--- config.mk ---
export PLATFORM = sky130hd
export DESIGN_NAME = shared_buffer_dual_stack
export DESIGN_NICKNAME = d
export VERILOG_FILES = /design/src/sbds_pkg.sv /design/src/sbds_ctrl.sv /design/src/sbds_dp.sv /design/src/shared_buffer_dual_stack.sv
export SDC_FILE = /design/constraint.sdc
export NUM_CORES = 1
export LEC_CHECK = 0
export BUFFER_PORTS_ARGS = -buffer_cell sky130_fd_sc_hd__clkbuf_2
export CAP_MARGIN = 5
export CELL_PAD_IN_SITES_DETAIL_PLACEMENT = 2
export CELL_PAD_IN_SITES_GLOBAL_PLACEMENT = 2
export CORE_MARGIN = 2
export CORE_UTILIZATION = 43
export CTS_CLUSTER_DIAMETER = 60
export DETAILED_ROUTE_END_ITERATION = 10
export PLACE_DENSITY = 0.77
export SKIP_CTS_REPAIR_TIMING = 1
export SYNTH_ARGS = -nofsm -noshare
export SYNTH_HDL_FRONTEND = slang
export SYNTH_SLANG_ARGS = --single-unit
--- constraint.sdc ---
create_clock -name clock -period 5.2 [get_ports clock]
set_clock_uncertainty 0.15 [all_clocks]
set_input_delay 1.04 -clock clock [delete_from_list [all_inputs] [get_ports clock]]
set_output_delay 1.04 -clock clock [all_outputs]
set_load 0.02 [all_outputs]
--- src/sbds_pkg.sv ---
`timescale 1ns / 1ps
`default_nettype none
// ----------------------------------------------------------------------------
// sbds_pkg
// Shared types and constants for the shared-buffer dual stack: operation
// codes, status codes, controller states and the controller command bundle.
// ----------------------------------------------------------------------------
package sbds_pkg;

   // default sizing
   localparam int DEPTH_DEFAULT     = 8;
   localparam int WORD_BITS_DEFAULT = 32;

   // fixed field widths of the request and response
   localparam int OP_BITS     = 2;
   localparam int VALUE_BITS  = 32;
   localparam int STATUS_BITS = 2;
   localparam int COUNT_BITS  = 4;

   // requested operation
   typedef enum logic [OP_BITS-1:0] {
      OP_PUSH_LOW  = 2'd0,
      OP_POP_LOW   = 2'd1,
      OP_PUSH_HIGH = 2'd2,
      OP_POP_HIGH  = 2'd3
   } op_type;

   // response status codes
   localparam logic [STATUS_BITS-1:0] STS_DONE  = 2'd0;
   localparam logic [STATUS_BITS-1:0] STS_FULL  = 2'd1;
   localparam logic [STATUS_BITS-1:0] STS_EMPTY = 2'd2;

   // controller states
   typedef enum logic [1:0] {
      S_IDLE,
      S_EXEC,
      S_RESP
   } state_type;

   // controller to datapath commands
   typedef struct packed {
      logic capture;   // latch the request fields
      logic execute;   // perform the push or pop
   } dp_cmd_type;

endpackage
`default_nettype wire

--- src/sbds_ctrl.sv ---
`timescale 1ns / 1ps
`default_nettype none
// ----------------------------------------------------------------------------
// sbds_ctrl
// Sequencer for one request: capture, execute against the buffer, then
// present the response for one cycle.
// ----------------------------------------------------------------------------
module sbds_ctrl (
   input  wire logic               clock,
   input  wire logic               reset,
   input  wire logic               start,
   output sbds_pkg::dp_cmd_type    cmd,
   output logic                    busy,
   output logic                    rsp_valid
);
   import sbds_pkg::*;

   state_type state_ff;
   state_type state_in;

   // state register
   always_ff @(posedge clock) begin
      if (reset) begin
         state_ff <= S_IDLE;
      end else begin
         state_ff <= state_in;
      end
   end

   // next state
   always_comb begin
      state_in = state_ff;
      unique case (state_ff)
         S_IDLE: begin
            if (start) state_in = S_EXEC;
         end
         S_EXEC: state_in = S_RESP;
         S_RESP: state_in = S_IDLE;
         default: state_in = S_IDLE;
      endcase
   end

   // outputs
   always_comb begin
      cmd       = '0;
      busy      = 1'b1;
      rsp_valid = 1'b0;
      unique case (state_ff)
         S_IDLE: begin
            busy        = 1'b0;
            cmd.capture = start;
         end
         S_EXEC: cmd.execute = 1'b1;
         S_RESP: rsp_valid = 1'b1;
         default: busy = 1'b1;
      endcase
   end

endmodule
`default_nettype wire

--- src/sbds_dp.sv ---
`timescale 1ns / 1ps
`default_nettype none
// ----------------------------------------------------------------------------
// sbds_dp
// Datapath: request registers, the two stack pointers, the shared word
// buffer and the response registers.
// ----------------------------------------------------------------------------
module sbds_dp #(
   parameter int DEPTH     = sbds_pkg::DEPTH_DEFAULT,
   parameter int WORD_BITS = sbds_pkg::WORD_BITS_DEFAULT
) (
   input  wire logic                                clock,
   input  wire logic                                reset,
   input  wire sbds_pkg::dp_cmd_type                cmd,
   input  wire logic [sbds_pkg::OP_BITS-1:0]        req_operation,
   input  wire logic signed [sbds_pkg::VALUE_BITS-1:0] req_push_value,
   output logic signed [sbds_pkg::VALUE_BITS-1:0]   rsp_pop_value,
   output logic [sbds_pkg::STATUS_BITS-1:0]         rsp_status,
   output logic [sbds_pkg::COUNT_BITS-1:0]          rsp_low_count,
   output logic [sbds_pkg::COUNT_BITS-1:0]          rsp_high_count
);
   import sbds_pkg::*;

   localparam int PTR_W  = $clog2(DEPTH + 1);
   localparam int ADDR_W = (DEPTH > 1) ? $clog2(DEPTH) : 1;
   localparam logic [PTR_W-1:0] PTR_DEPTH = PTR_W'(DEPTH);
   localparam logic [PTR_W-1:0] PTR_ONE   = PTR_W'(1);

   // request registers
   op_type                       op_ff;
   logic [VALUE_BITS-1:0]        value_ff;

   // stack pointers: low_top is the low stack's size, high_top the high stack's top index
   logic [PTR_W-1:0]             low_top_ff;
   logic [PTR_W-1:0]             low_top_in;
   logic [PTR_W-1:0]             high_top_ff;
   logic [PTR_W-1:0]             high_top_in;

   // response registers
   logic [STATUS_BITS-1:0]       status_ff;
   logic [STATUS_BITS-1:0]       status_in;
   logic                         use_rd_ff;
   logic                         use_rd_in;

   // buffer
   logic [WORD_BITS-1:0]         mem [DEPTH];
   logic [WORD_BITS-1:0]         rd_data_ff;
   logic                         wr_en;
   logic                         rd_en;
   logic [ADDR_W-1:0]            wr_addr;
   logic [ADDR_W-1:0]            rd_addr;
   logic [WORD_BITS-1:0]         wr_data;
   logic [WORD_BITS+VALUE_BITS-1:0] wr_ext;
   logic [WORD_BITS+VALUE_BITS-1:0] rd_ext;
   logic [PTR_W-1:0]             low_dec;
   logic [PTR_W-1:0]             high_dec;
   logic [PTR_W-1:0]             high_used;
   logic [PTR_W+COUNT_BITS-1:0]  low_cnt_ext;
   logic [PTR_W+COUNT_BITS-1:0]  high_cnt_ext;
   logic                         full;

   // capture the request on transfer
   always_ff @(posedge clock) begin
      if (cmd.capture) begin
         op_ff    <= op_type'(req_operation);
         value_ff <= req_push_value;
      end
   end

   // word width adaptation
   assign wr_ext  = {{WORD_BITS{1'b0}}, value_ff};
   assign wr_data = wr_ext[WORD_BITS-1:0];
   assign rd_ext  = {{VALUE_BITS{1'b0}}, rd_data_ff};

   assign low_dec  = low_top_ff - PTR_ONE;
   assign high_dec = high_top_ff - PTR_ONE;
   // the tops meet when the buffer holds DEPTH words
   assign full     = (low_top_ff == high_top_ff);

   // operation decode
   always_comb begin
      low_top_in  = low_top_ff;
      high_top_in = high_top_ff;
      status_in   = STS_DONE;
      use_rd_in   = 1'b0;
      wr_en       = 1'b0;
      rd_en       = 1'b0;
      wr_addr     = low_top_ff[ADDR_W-1:0];
      rd_addr     = high_top_ff[ADDR_W-1:0];
      unique case (op_ff)
         OP_PUSH_LOW: begin
            if (full) begin
               status_in = STS_FULL;
            end else begin
               wr_en      = 1'b1;
               wr_addr    = low_top_ff[ADDR_W-1:0];
               low_top_in = low_top_ff + PTR_ONE;
            end
         end
         OP_POP_LOW: begin
            if (low_top_ff == '0) begin
               status_in = STS_EMPTY;
            end else begin
               rd_en      = 1'b1;
               use_rd_in  = 1'b1;
               rd_addr    = low_dec[ADDR_W-1:0];
               low_top_in = low_dec;
            end
         end
         OP_PUSH_HIGH: begin
            if (full) begin
               status_in = STS_FULL;
            end else begin
               wr_en       = 1'b1;
               wr_addr     = high_dec[ADDR_W-1:0];
               high_top_in = high_dec;
            end
         end
         OP_POP_HIGH: begin
            if (high_top_ff == PTR_DEPTH) begin
               status_in = STS_EMPTY;
            end else begin
               rd_en       = 1'b1;
               use_rd_in   = 1'b1;
               rd_addr     = high_top_ff[ADDR_W-1:0];
               high_top_in = high_top_ff + PTR_ONE;
            end
         end
         default: status_in = STS_DONE;
      endcase
   end

   // pointer registers
   always_ff @(posedge clock) begin
      if (reset) begin
         low_top_ff  <= '0;
         high_top_ff <= PTR_DEPTH;
      end else if (cmd.execute) begin
         low_top_ff  <= low_top_in;
         high_top_ff <= high_top_in;
      end
   end

   // response registers
   always_ff @(posedge clock) begin
      if (cmd.execute) begin
         status_ff <= status_in;
         use_rd_ff <= use_rd_in;
      end
   end

   // shared buffer, registered read
   always_ff @(posedge clock) begin
      if (cmd.execute && wr_en) begin
         mem[wr_addr] <= wr_data;
      end
      if (cmd.execute && rd_en) begin
         rd_data_ff <= mem[rd_addr];
      end
   end

   // response fields
   assign high_used    = PTR_DEPTH - high_top_ff;
   assign low_cnt_ext  = {{COUNT_BITS{1'b0}}, low_top_ff};
   assign high_cnt_ext = {{COUNT_BITS{1'b0}}, high_used};

   always_comb begin
      priority if (use_rd_ff) begin
         rsp_pop_value = rd_ext[VALUE_BITS-1:0];
      end else if (status_ff == STS_EMPTY) begin
         rsp_pop_value = '1;
      end else begin
         rsp_pop_value = '0;
      end
   end

   assign rsp_status     = status_ff;
   assign rsp_low_count  = low_cnt_ext[COUNT_BITS-1:0];
   assign rsp_high_count = high_cnt_ext[COUNT_BITS-1:0];

endmodule
`default_nettype wire

--- src/shared_buffer_dual_stack.sv ---
`timescale 1ns / 1ps
`default_nettype none
// ----------------------------------------------------------------------------
// shared_buffer_dual_stack
// Two LIFO stacks in one buffer of DEPTH words; the low stack grows up from
// entry 0, the high stack grows down from the top entry.
//
// Usage:
//   - request: drive req_operation and req_push_value with start high; the
//     transfer happens at the edge where start is high and busy is low.
//   - operations: push low, pop low, push high, pop high.
//   - response: rsp_valid is high for exactly one cycle with rsp_pop_value,
//     rsp_status (done, full, empty) and both stacks' occupancies.
//   - timing: after the transfer the sequencer moves to its execute state
//     (buffer access, registered read port), then to the response state;
//     busy is held through both, so one request is served at a time.
//   - a push with the tops meeting is refused with status full; a pop of an
//     empty stack is refused with status empty and value all ones.
//   - reset empties both stacks; buffer contents are not cleared and need
//     no clearing pass.
//   - the receiver cannot stall: each response is taken in its one cycle.
// ----------------------------------------------------------------------------
module shared_buffer_dual_stack #(
   parameter int DEPTH     = sbds_pkg::DEPTH_DEFAULT,
   parameter int WORD_BITS = sbds_pkg::WORD_BITS_DEFAULT
) (
   input  wire logic                                   clock,
   input  wire logic                                   reset,
   input  wire logic                                   start,
   output logic                                        busy,
   input  wire logic [sbds_pkg::OP_BITS-1:0]           req_operation,
   input  wire logic signed [sbds_pkg::VALUE_BITS-1:0] req_push_value,
   output logic                                        rsp_valid,
   output logic signed [sbds_pkg::VALUE_BITS-1:0]      rsp_pop_value,
   output logic [sbds_pkg::STATUS_BITS-1:0]            rsp_status,
   output logic [sbds_pkg::COUNT_BITS-1:0]             rsp_low_count,
   output logic [sbds_pkg::COUNT_BITS-1:0]             rsp_high_count
);
   import sbds_pkg::*;

   dp_cmd_type cmd;

   // sequencer
   sbds_ctrl u_ctrl (
      .clock     (clock),
      .reset     (reset),
      .start     (start),
      .cmd       (cmd),
      .busy      (busy),
      .rsp_valid (rsp_valid)
   );

   // pointers and buffer
   sbds_dp #(
      .DEPTH     (DEPTH),
      .WORD_BITS (WORD_BITS)
   ) u_dp (
      .clock          (clock),
      .reset          (reset),
      .cmd            (cmd),
      .req_operation  (req_operation),
      .req_push_value (req_push_value),
      .rsp_pop_value  (rsp_pop_value),
      .rsp_status     (rsp_status),
      .rsp_low_count  (rsp_low_count),
      .rsp_high_count (rsp_high_count)
   );

endmodule
`default_nettype wire
# Word-level counts from Yosys, hierarchy flattened
# Memories as Yosys holds them, arrays and structs flattened. A register that Yosys moved wholly into a read port is not among the register bits.
# Index checks and enable logic that the tools add are counted.
# word_totals
ramBits	256
register_bits	47
latchBits	0
wordCells	65
mem_bits_ro	0
inputBits	37
mem_count	1
output_inout_bits	44
# op_classes
n_addsub	5
n_div	0
n_eq_ne	13
reduce_logical	10
n_mul	0
shift	0
order_cmp	0
muxes	29
bitwise	0
# memory_table
memory	words	word_bits	read_ports	rd_ports_with_merged_regs	write_ports	line_no	rtl
u_dp.mem	8	32	1	1	1	sbds_dp.sv:46	logic [WORD_BITS-1:0] mem [DEPTH];
# op_table
operator	n
32-bit 2-to-1 mux	2
4-bit 2-to-1 mux	4
4-bit one-hot mux with 2 select lines	2
3-bit 2-to-1 mux	4
1-bit 2-to-1 mux	11
2-bit inequality test (second input constant)	5
4-bit by 1-bit adder with 4-bit output (second input constant)	2
2-bit equality test (second input constant)	4
4-bit AND reduction	2
4-bit by 1-bit subtractor with 4-bit output (second input constant)	2
2-bit 2-to-1 mux	3
2-bit one-hot mux with 3 select lines	1
2-bit by 1-bit equality test with 1-bit output (second input constant)	2
4-bit equality test	1
4-bit equality test (second input constant)	1
2-bit zero test	2
4-bit zero test	1
2-bit one-hot mux with 2 select lines	1
2-bit nonzero test	2
4-bit subtractor (first input constant)	1
1-bit logical AND	2
1-bit one-hot mux with 2 select lines	1
2-bit OR reduction	1

# Depth between registers and ports, before layout
# Gate-level depths: netlist of run 1.
# logic_depth
word_depth	6
mapped_depth	9
ltp_nobuf	7

# Cells and area by module
# A second synthesis of run 1 with hierarchy kept.
# unflattened
cells_unflattened	845
hier_area_um2	13481.7
# by_module_without_submodules
module	cells_per_inst	area_per_inst_um2	seq_area_each_um2	instances
sbds_dp	836	13382.8	9919.5	1
sbds_ctrl	9	98.8	40.0	1

# Worst setup path after synthesis of run 1
# OpenSTA, ideal clock, no wires.
# synth_timing
path_kind	register to register
startpoint	reg u_dp.low_top_ff[2] (netlist: u_dp.rsp_low_count[2])
endpoint	mem u_dp.mem[3][0] (netlist bit), enable pin
setup_time_ns	0.421
stages_incl_launch_ff	7
setup_slack_ns	1.740
arrival_ns	2.889
required_ns	4.629
period_less_slack_ns	3.460
n_path_buf	1
cell_sequence	dfxtp_1 > buf_6 > xnor2_1 > a41oi_1 > mux2i_1 > nand2_1 > nor2_1
# synth_between
elab_chain_cells	6
word_cells_on_any_way	8
cone_classes	eq/ne (1); mux (6); reduce/logical (1)
# synth_rtl
element	line_no	rtl
start: declaration	sbds_dp.sv:34	logic [PTR_W-1:0] low_top_ff;
start signal: assignment	sbds_dp.sv:139	low_top_ff <= low_top_in;
4-bit equality test	sbds_dp.sv:78	assign full = (low_top_ff == high_top_ff);
1-bit 2-to-1 mux	sbds_dp.sv:92, sbds_dp.sv:111	
1-bit 2-to-1 mux	--	
1-bit logical AND	sbds_dp.sv:154	if (cmd.execute && wr_en) begin
1-bit 2-to-1 mux	sbds_dp.sv:154	
1-bit 2-to-1 mux (not written as such)	sbds_dp.sv:155	mem[wr_addr] <= wr_data;
end: declaration	sbds_dp.sv:46	
# Parallel ways exist; a longest one is shown, timed or not.

# Worst setup path after layout of run 1
# layout_timing
startpoint	reg u_dp.low_top_ff[1] (netlist: u_dp.rsp_low_count[1])
endpoint	reg u_dp.rd_data_ff[21] (read register of u_dp.mem), data pin
# layout_between
elab_chain_cells	4
word_cells_on_any_way	7
cone_classes	add/sub (1); mux (4); reduce/logical (2)
# layout_rtl
element	line_no	rtl
branches (longest 4 deep; another with 4-bit by 1-bit subtractor with 4-bit output)	--	
end: declaration	sbds_dp.sv:47	logic [WORD_BITS-1:0] rd_data_ff;
# Several ways; the timed one is not identified.
# A chain may end at the register's enable or synchronous reset.

==> summary.md, run 1 <==
| Metric | Value |
|---|---|
| Outcome | `finished, final reports clean` |
| Cell taking the most area after synthesis | `edfxtp_1` |
| Die area | `32,400 um^2` |
| Xor and xnor area share after synthesis | `0.00855` |
| Syn. warnings | `0` |
| Root buffer cell | `clkbuf_16` |
| Commonest non-fill, non-tap cells in the layout | `edfxtp_1 (325), a211oi_1 (131), and3_1 (128), clkbuf_2 (80), clkbuf_16 (39)` |
| Clock Latency Late Sink | `550 ps` |
| Max Cap Violations | `0` |
| Simple logic cell fraction of the synthesized area | `0.101` |
| DR iter-0 viols | `660` |
| Max-slew violation count | `0` |
| Die width | `180 um` |
| Worst-path clk slew | `60 ps` |
| Async SR Flop Fraction | `0` |
| Layout cell share with drive strength beyond 1 | `0.199` |
| # IOs | `81` |
| CP required | `5300 ps` |
| Final setup fails | `0` |
| CTS Buf Count | `38` |
| Worst setup SP type | `register` |
| Mean Syn Cell Area | `15.9 um^2` |
| Synth top area share | `0.733` |
| Power Dens Cells | `390 nW/um^2` |
| Final Cycle Share | `0.725` |
| Sequential area share after synthesis | `0.748` |
| Drt wl/cell | `29.1 um` |
| Largest net degree at the start of global routing | `129` |
| Clock sinks | `335` |
| Core area | `30,500 um^2` |
| Yosys cell types | `48` |
| Synth area leaders | `edfxtp_1 (73%), a211oi_1 (7.4%), and3_1 (6.2%), a21o_1 (1.8%), dfxtp_1 (1.5%)` |
| Peak supply drop | `265 uV` |
| Setup TNS | `0 ps` |
| Worst slew pin tran | `1230 ps` |
| DRC viols | `0` |
| Number of global-route vias before repair | `8,943` |
| Unrepaired setup endpoints after global routing | `false` |
| Endpoint class of the critical path | `register` |
| Starting Density | `0.436` |
| Post-synth EDFFs | `325` |
| Layout area overhead | `15.0%` |
| First-pass GRT wire length | `58,300 um` |
| Synth Area in Adders | `0.00470` |
| Dpl hpwl | `22,600 um` |
| Yosys reg bits | `335` |
| Min cycle time layout | `3770 ps` |
| Commonest non-fill, non-tap cell in the layout | `edfxtp_1` |
| CTS tree | `built` |
| Fmax | `265 MHz` |
| Compound-Gate Fraction of Synth Area | `0.103` |
| GRT Total Usage | `0.241` |
| Drt pass-1 iters | `5` |
| DR vias/cell | `5.95` |
| Via count | `7,952` |
| Port Buffers | `80` |
| Num rows | `64` |
| WS Path Type | `register to register` |
| Data arrival, critical path | `3870 ps` |
| Remaining Overflow, GRT | `0` |
| Placer Congestion | `0.755` |
| Final hold slack | `444 ps` |
| Top sig layer | `met4` |
| Die Span Y | `180 um` |
| Ant. Diodes | `0` |
| Ys flop type | `edfxtp_1` |
| Mux contribution to synthesized area | `0.00630` |
| Clock buffer depth | `3` |
| WL met2 | `19,900 um` |
| WL final | `38,900 um` |
| Max-Slew Margin vs Limit | `0.182` |
| Min-Delay Path Class | `register to register` |
| Met3 wire length | `1490 um` |
| Routed Antenna Nets | `0` |
| Final Hold Viols | `0` |
| Largest family of logic cells by synthesized area | `compound AO/OA/AOI/OAI gates` |
| Mapped Area | `13,300 um^2` |
| Final nets | `954` |
| Cell count after synthesis | `837` |
| Syn_nets | `879` |
| Leakage | `5.59 nW` |
| M1 wire length | `16,600 um` |
| Initial antenna violation count | `0` |
| Crit path max fanout | `128` |
| H-Tree Depth | `2` |
sequential cells by signal (all words and copies together) (netlist names):
signal / count
u_dp.high_top_ff: 4
u_dp.op_ff: 2
u_dp.value_ff: 32
u_dp.rsp_status: 2
u_ctrl.state_ff: 2
u_dp.use_rd_ff: 1
u_dp.rd_data_ff: 32
u_dp.rsp_low_count: 4
u_dp.mem: 256
cell type report:
class / count / area [um^2]
Fill cell: 2785 / 15200
Clock inverter: 22 / 179
Tap cell: 396 / 495
Inverter: 8 / 30.0
Sequential cell: 335 / 9960
Multi-Input combinational cell: 425 / 3060
Clock buffer: 46 / 1000
Timing Repair Buffer: 104 / 593
cells by family (layout without fill, tap and decap cells):
group,Yosys count,after routing
DFF,335,335
and+or+nand+nor,217,217
AOI/OAI and AO/OA,182,182
buffers and inverters,77,180
xor gates and xnor gates,13,13
muxes,8,8
adders and majority gates,5,5
power by group:
part	switching (mW)	leakage, nW	internal, mW	total, mW
sequential	0.0532	3.03	3.02	3.07
clock	1.09	0.577	1.48	2.57
combinational	0.223	1.98	0.110	0.333
total	1.37	5.59	4.61	5.97
path summary, 6_finish.rpt:
check	depth (start not counted)	to	slack, ps	startpoint
worst max-delay path	8	u_dp.rd_data_ff[21]	1430	u_dp.rsp_low_count[1]
worst min register to register	2	u_ctrl.state_ff[0]	440	u_ctrl.state_ff[1]
worst max register to register	8	u_dp.rd_data_ff[21]	1430	u_dp.rsp_low_count[1]
worst min-delay path	2	u_ctrl.state_ff[0]	440	u_ctrl.state_ff[1]
through the flow:
stage,std cells,total power [mW],setup WS [ps],utilization,instance area [um^2]
floorplan,837,3.32,1740,-,13300
global placement,1268,3.44,1640,0.463,14100
detailed placement,1268,3.46,1450,0.463,14100
CTS,1336,6.03,1400,0.502,15300
global route,1336,6.14,1180,0.502,15300
finish,1336,5.97,1430,0.502,15300
synth_stat cells, types with 7 or more instances:
cell and n:
clkbuf_1 26, and3_1 131, nor2_1 19, dfxtp_1 10
edfxtp_1 325, nand2_1 9, a211oi_1 131, nor4_1 29
xnor2_1 8, inv_1 8, buf_4 7, a21o_1 32
clkbuf_2 10, buf_2 23
metal layers:
metal / global-route usage / vias up
met2: 0.422 / 200
met4: 0.0774 / 0
met5: 0 / -
met3: 0.0346 / 75
li1: - / 3519
met1: 0.312 / 4158
critical path, cell delays in order (launching register included):
cell	delay, ps
dfxtp_1	380
inv_1	160
ha_1	280
nor3b_4	470
or3b_2	250
buf_4	910
and3_1	290
a211oi_1	50
nor4_1	510
Note: power is estimated with default switching activity, not from simulation.
==> run 2, diff against run 1 <==
- CORE_UTILIZATION: 43 -> 40
- PLACE_DENSITY: 0.77 -> 0.76
- clock period: 5.2 -> 3.1 ns (I/O delays scaled with it)
==> run 2 against run 1 <==
Net effect: sequential power increased by 68%; sequential cell count unchanged; final cell count increased by 5.8%; hold slack got worse by 330 ps; critical endpoint is now u_dp.rd_data_ff[3].
==> summary.md, run 2 (synthesis gave the netlist of run 1 again) <==
| Metric | Value |
|---|---|
| Outcome | `finished, final reports clean` |
| GRT Total Usage | `0.230 (-0.0113)` |
| R2r setup slk | `140 ps (-1280 ps)` |
| Clock buffer depth | `3 (unchanged)` |
| R2R cell count | `8 (unchanged)` |
| DP Area | `14,600 um^2 (+3.3%)` |
| Largest register FFs | `256 (unchanged)` |
| Dpl hpwl | `23,300 um (+3.0%)` |
| H-Tree Depth | `2 (unchanged)` |
| Slowest CP cell | `or3b_2` |
| Power Dens Cells | `645 nW/um^2 (+65%)` |
| Endpoint class of the critical path | `register` |
| Final worst slack | `145 ps (-1280 ps)` |
| Comb power frac | `0.060 (+0.004)` |
| Number of global-route vias before repair | `9,062 (+1.3%)` |
| Crit Reg-Reg Startpoint | `u_dp.rsp_low_count[1]` |
| Worst Hold End | `u_dp.value_ff[10]` |
| R2R Path End | `u_dp.rd_data_ff[3]` |
| Layout cell share with drive strength beyond 1 | `0.221 (+0.0223)` |
| CP required | `3190 ps (-2110 ps)` |
| Placer Congestion | `0.741 (-1.8%)` |
| Top Registers | `u_dp.mem: 256 flops, u_dp.rd_data_ff: 32 flops, u_dp.value_ff: 32 flops` |
| Root buffer cell | `clkbuf_16` |
| Psw | `2.31 mW (+69%)` |
| Peak supply drop | `525 uV (+98%)` |
| Commonest non-fill, non-tap cells in the layout | `edfxtp_1 (325), a211oi_1 (131), and3_1 (128), clkbuf_2 (80), clkbuf_16 (40)` |
| CTS tree | `built` |
| Crit path max fanout | `88 (-31%)` |
| Max-slew violation count | `0 (unchanged)` |
| WL final | `40,000 um (+2.6%)` |
| Final Non-Filler Cells | `1,414 (+5.8%)` |
| Num rows | `66 (+3.1%)` |
| Top reg by flops | `u_dp.mem` |
| Worst setup SP type | `register` |
| DRC viols | `0 (unchanged)` |
| Die Span Y | `186 um (+3.6%)` |
| Remaining Overflow, GRT | `0 (unchanged)` |
| First-pass GRT wire length | `60,100 um (+3.2%)` |
| Min cycle time layout | `2960 ps (-815 ps)` |
| Initial antenna violation count | `0 (unchanged)` |
| CTS Buf Count | `39 (+2.6%)` |
| Layout area overhead | `19.2%` |
| Die area | `34,800 um^2 (+7.3%)` |
| Place WS | `26.7 ps (-1420 ps)` |
| Total chip power | `10.2 mW (+71%)` |
| Die width | `186 um (+3.6%)` |
| Hold Path Stages | `1 (-1)` |
| Final nets | `983 (+3.0%)` |
| Leakage | `5.82 nW (+4.2%)` |
| Worst-path clk slew | `60 ps (about the same)` |
| Drt pass-1 iters | `5 (unchanged)` |
| Min-Delay Path Class | `primary input to register` |
| Worst slew pin tran | `627 ps (-600 ps)` |
| WS Path Type | `register to register` |
| Net Sw Frac | `0.225 (-0.00352)` |
| Internal cell power | `7.94 mW (+72%)` |
| Fmax | `338 MHz (+28%)` |
| Clock power frac | `0.437 (+0.007)` |
| Commonest non-fill, non-tap cell in the layout | `edfxtp_1` |
| Max-Slew Margin vs Limit | `0.582 (+0.400)` |
| Via count | `8,163 (+2.7%)` |
| Starting Density | `0.408 (-0.0282)` |
| Routed Antenna Nets | `0 (unchanged)` |
| Final Cycle Share | `0.953 (+0.228)` |
| Ant. Diodes | `0 (unchanged)` |
| Min-Delay Startpoint | `req_push_value[10]` |
| Final Hold Viols | `0 (unchanged)` |
| Dpl cells | `1,340 (+5.7%)` |
| DR iter-0 viols | `688 (+4.2%)` |
| Max Cap Violations | `0 (unchanged)` |
| Drt wl/cell | `28.3 um (-3.0%)` |
| Port Buffers | `80 (unchanged)` |
| Clock sinks | `335 (unchanged)` |
| Largest net degree at the start of global routing | `89 (-31%)` |
| CP max stage delay | `590 ps (-320 ps)` |
| Data arrival, critical path | `3050 ps (-820 ps)` |
| CP cell instances | `inv_1 -> ha_1 -> nor3b_4 -> or3b_2 -> buf_12 -> and3_1 -> a211oi_1 -> nor4_1` |
| Final hold slack | `115 ps (-330 ps)` |
| Core area | `32,600 um^2 (+6.9%)` |
| Final setup fails | `0 (unchanged)` |
| Unrepaired setup endpoints after global routing | `false` |
| Clock Latency Late Sink | `530 ps (-20 ps)` |
| # IOs | `81 (unchanged)` |
| Post-route cell area | `15,900 um^2 (+3.6%)` |
| Register share of total power | `0.503 (-0.012)` |
| # fillers | `3,030 (+8.8%)` |
| DR vias/cell | `5.77 (-3.0%)` |
==> run 2: power groups by stage <==
stage / Combinational (mW) / Sequential (mW) / Clock, mW
2_1_floorplan: 0.358 / 5.21 / 0
3_3_place_gp: 0.581 / 5.23 / 0
3_5_place_dp: 0.609 / 5.24 / 0
4_1_cts: 0.617 / 5.15 / 4.56
5_1_grt: 0.663 / 5.16 / 4.73
6_report: 0.614 / 5.15 / 4.48
==> run 2: cell type report <==
class                   instances  area (um^2)  share of cell area
repair buffers                132         1020              0.0640
well taps                     442          553              0.0348
multi-input cells             425         3070               0.193
clock buffers                  52         1050              0.0659
inverters                       8         30.0             0.00189
clock inverters                20          199              0.0125
flip-flops and latches        335         9960               0.628
==> run 2: layer usage <==
| metal | vias to the layer above | GRT usage | part of all wire |
|---|---|---|---|
| met5 | - | 0 | 0 |
| li1 | 3589 | - | - |
| met3 | 74 | 0.0327 | 0.040 |
| met1 | 4267 | 0.300 | 0.42 |
| met2 | 233 | 0.399 | 0.51 |
| met4 | 0 | 0.0726 | 0.029 |
==> run 2: per-stage QoR <==
stage / util / setup TNS (ps)
2_1_floorplan: - / -39420
3_3_place_gp: 0.448 / 0
3_5_place_dp: 0.448 / 0
4_1_cts: 0.486 / 0
5_1_grt: 0.487 / 0
6_report: 0.487 / 0
==> run 2: worst max-delay path, delay by kind of cell, from the launching register on <==
family                     cells  cell delay [ps]
buffers and inverters          2              320
AOI/OAI and AO/OA              1              350
and+or+nand+nor                4             1160
adders and majority gates      1              240
DFF                            1              390
==> run 2: worst max path at each step <==
stage                                      from             endpoint  slack, ps  cells past startpoint
final                     u_dp.rsp_low_count[1]   u_dp.rd_data_ff[3]        140                      8
after global routing      u_dp.rsp_low_count[1]   u_dp.rd_data_ff[0]         30                      9
after CTS                 u_dp.rsp_low_count[1]   u_dp.rd_data_ff[0]         20                      9
after detailed placement  u_dp.rsp_low_count[1]  u_dp.rd_data_ff[10]         30                      9
after global placement    u_dp.rsp_low_count[1]  u_dp.rd_data_ff[23]        240                      8
after floorplan           u_dp.rsp_low_count[2]       u_dp.mem[3][0]       -360                      6
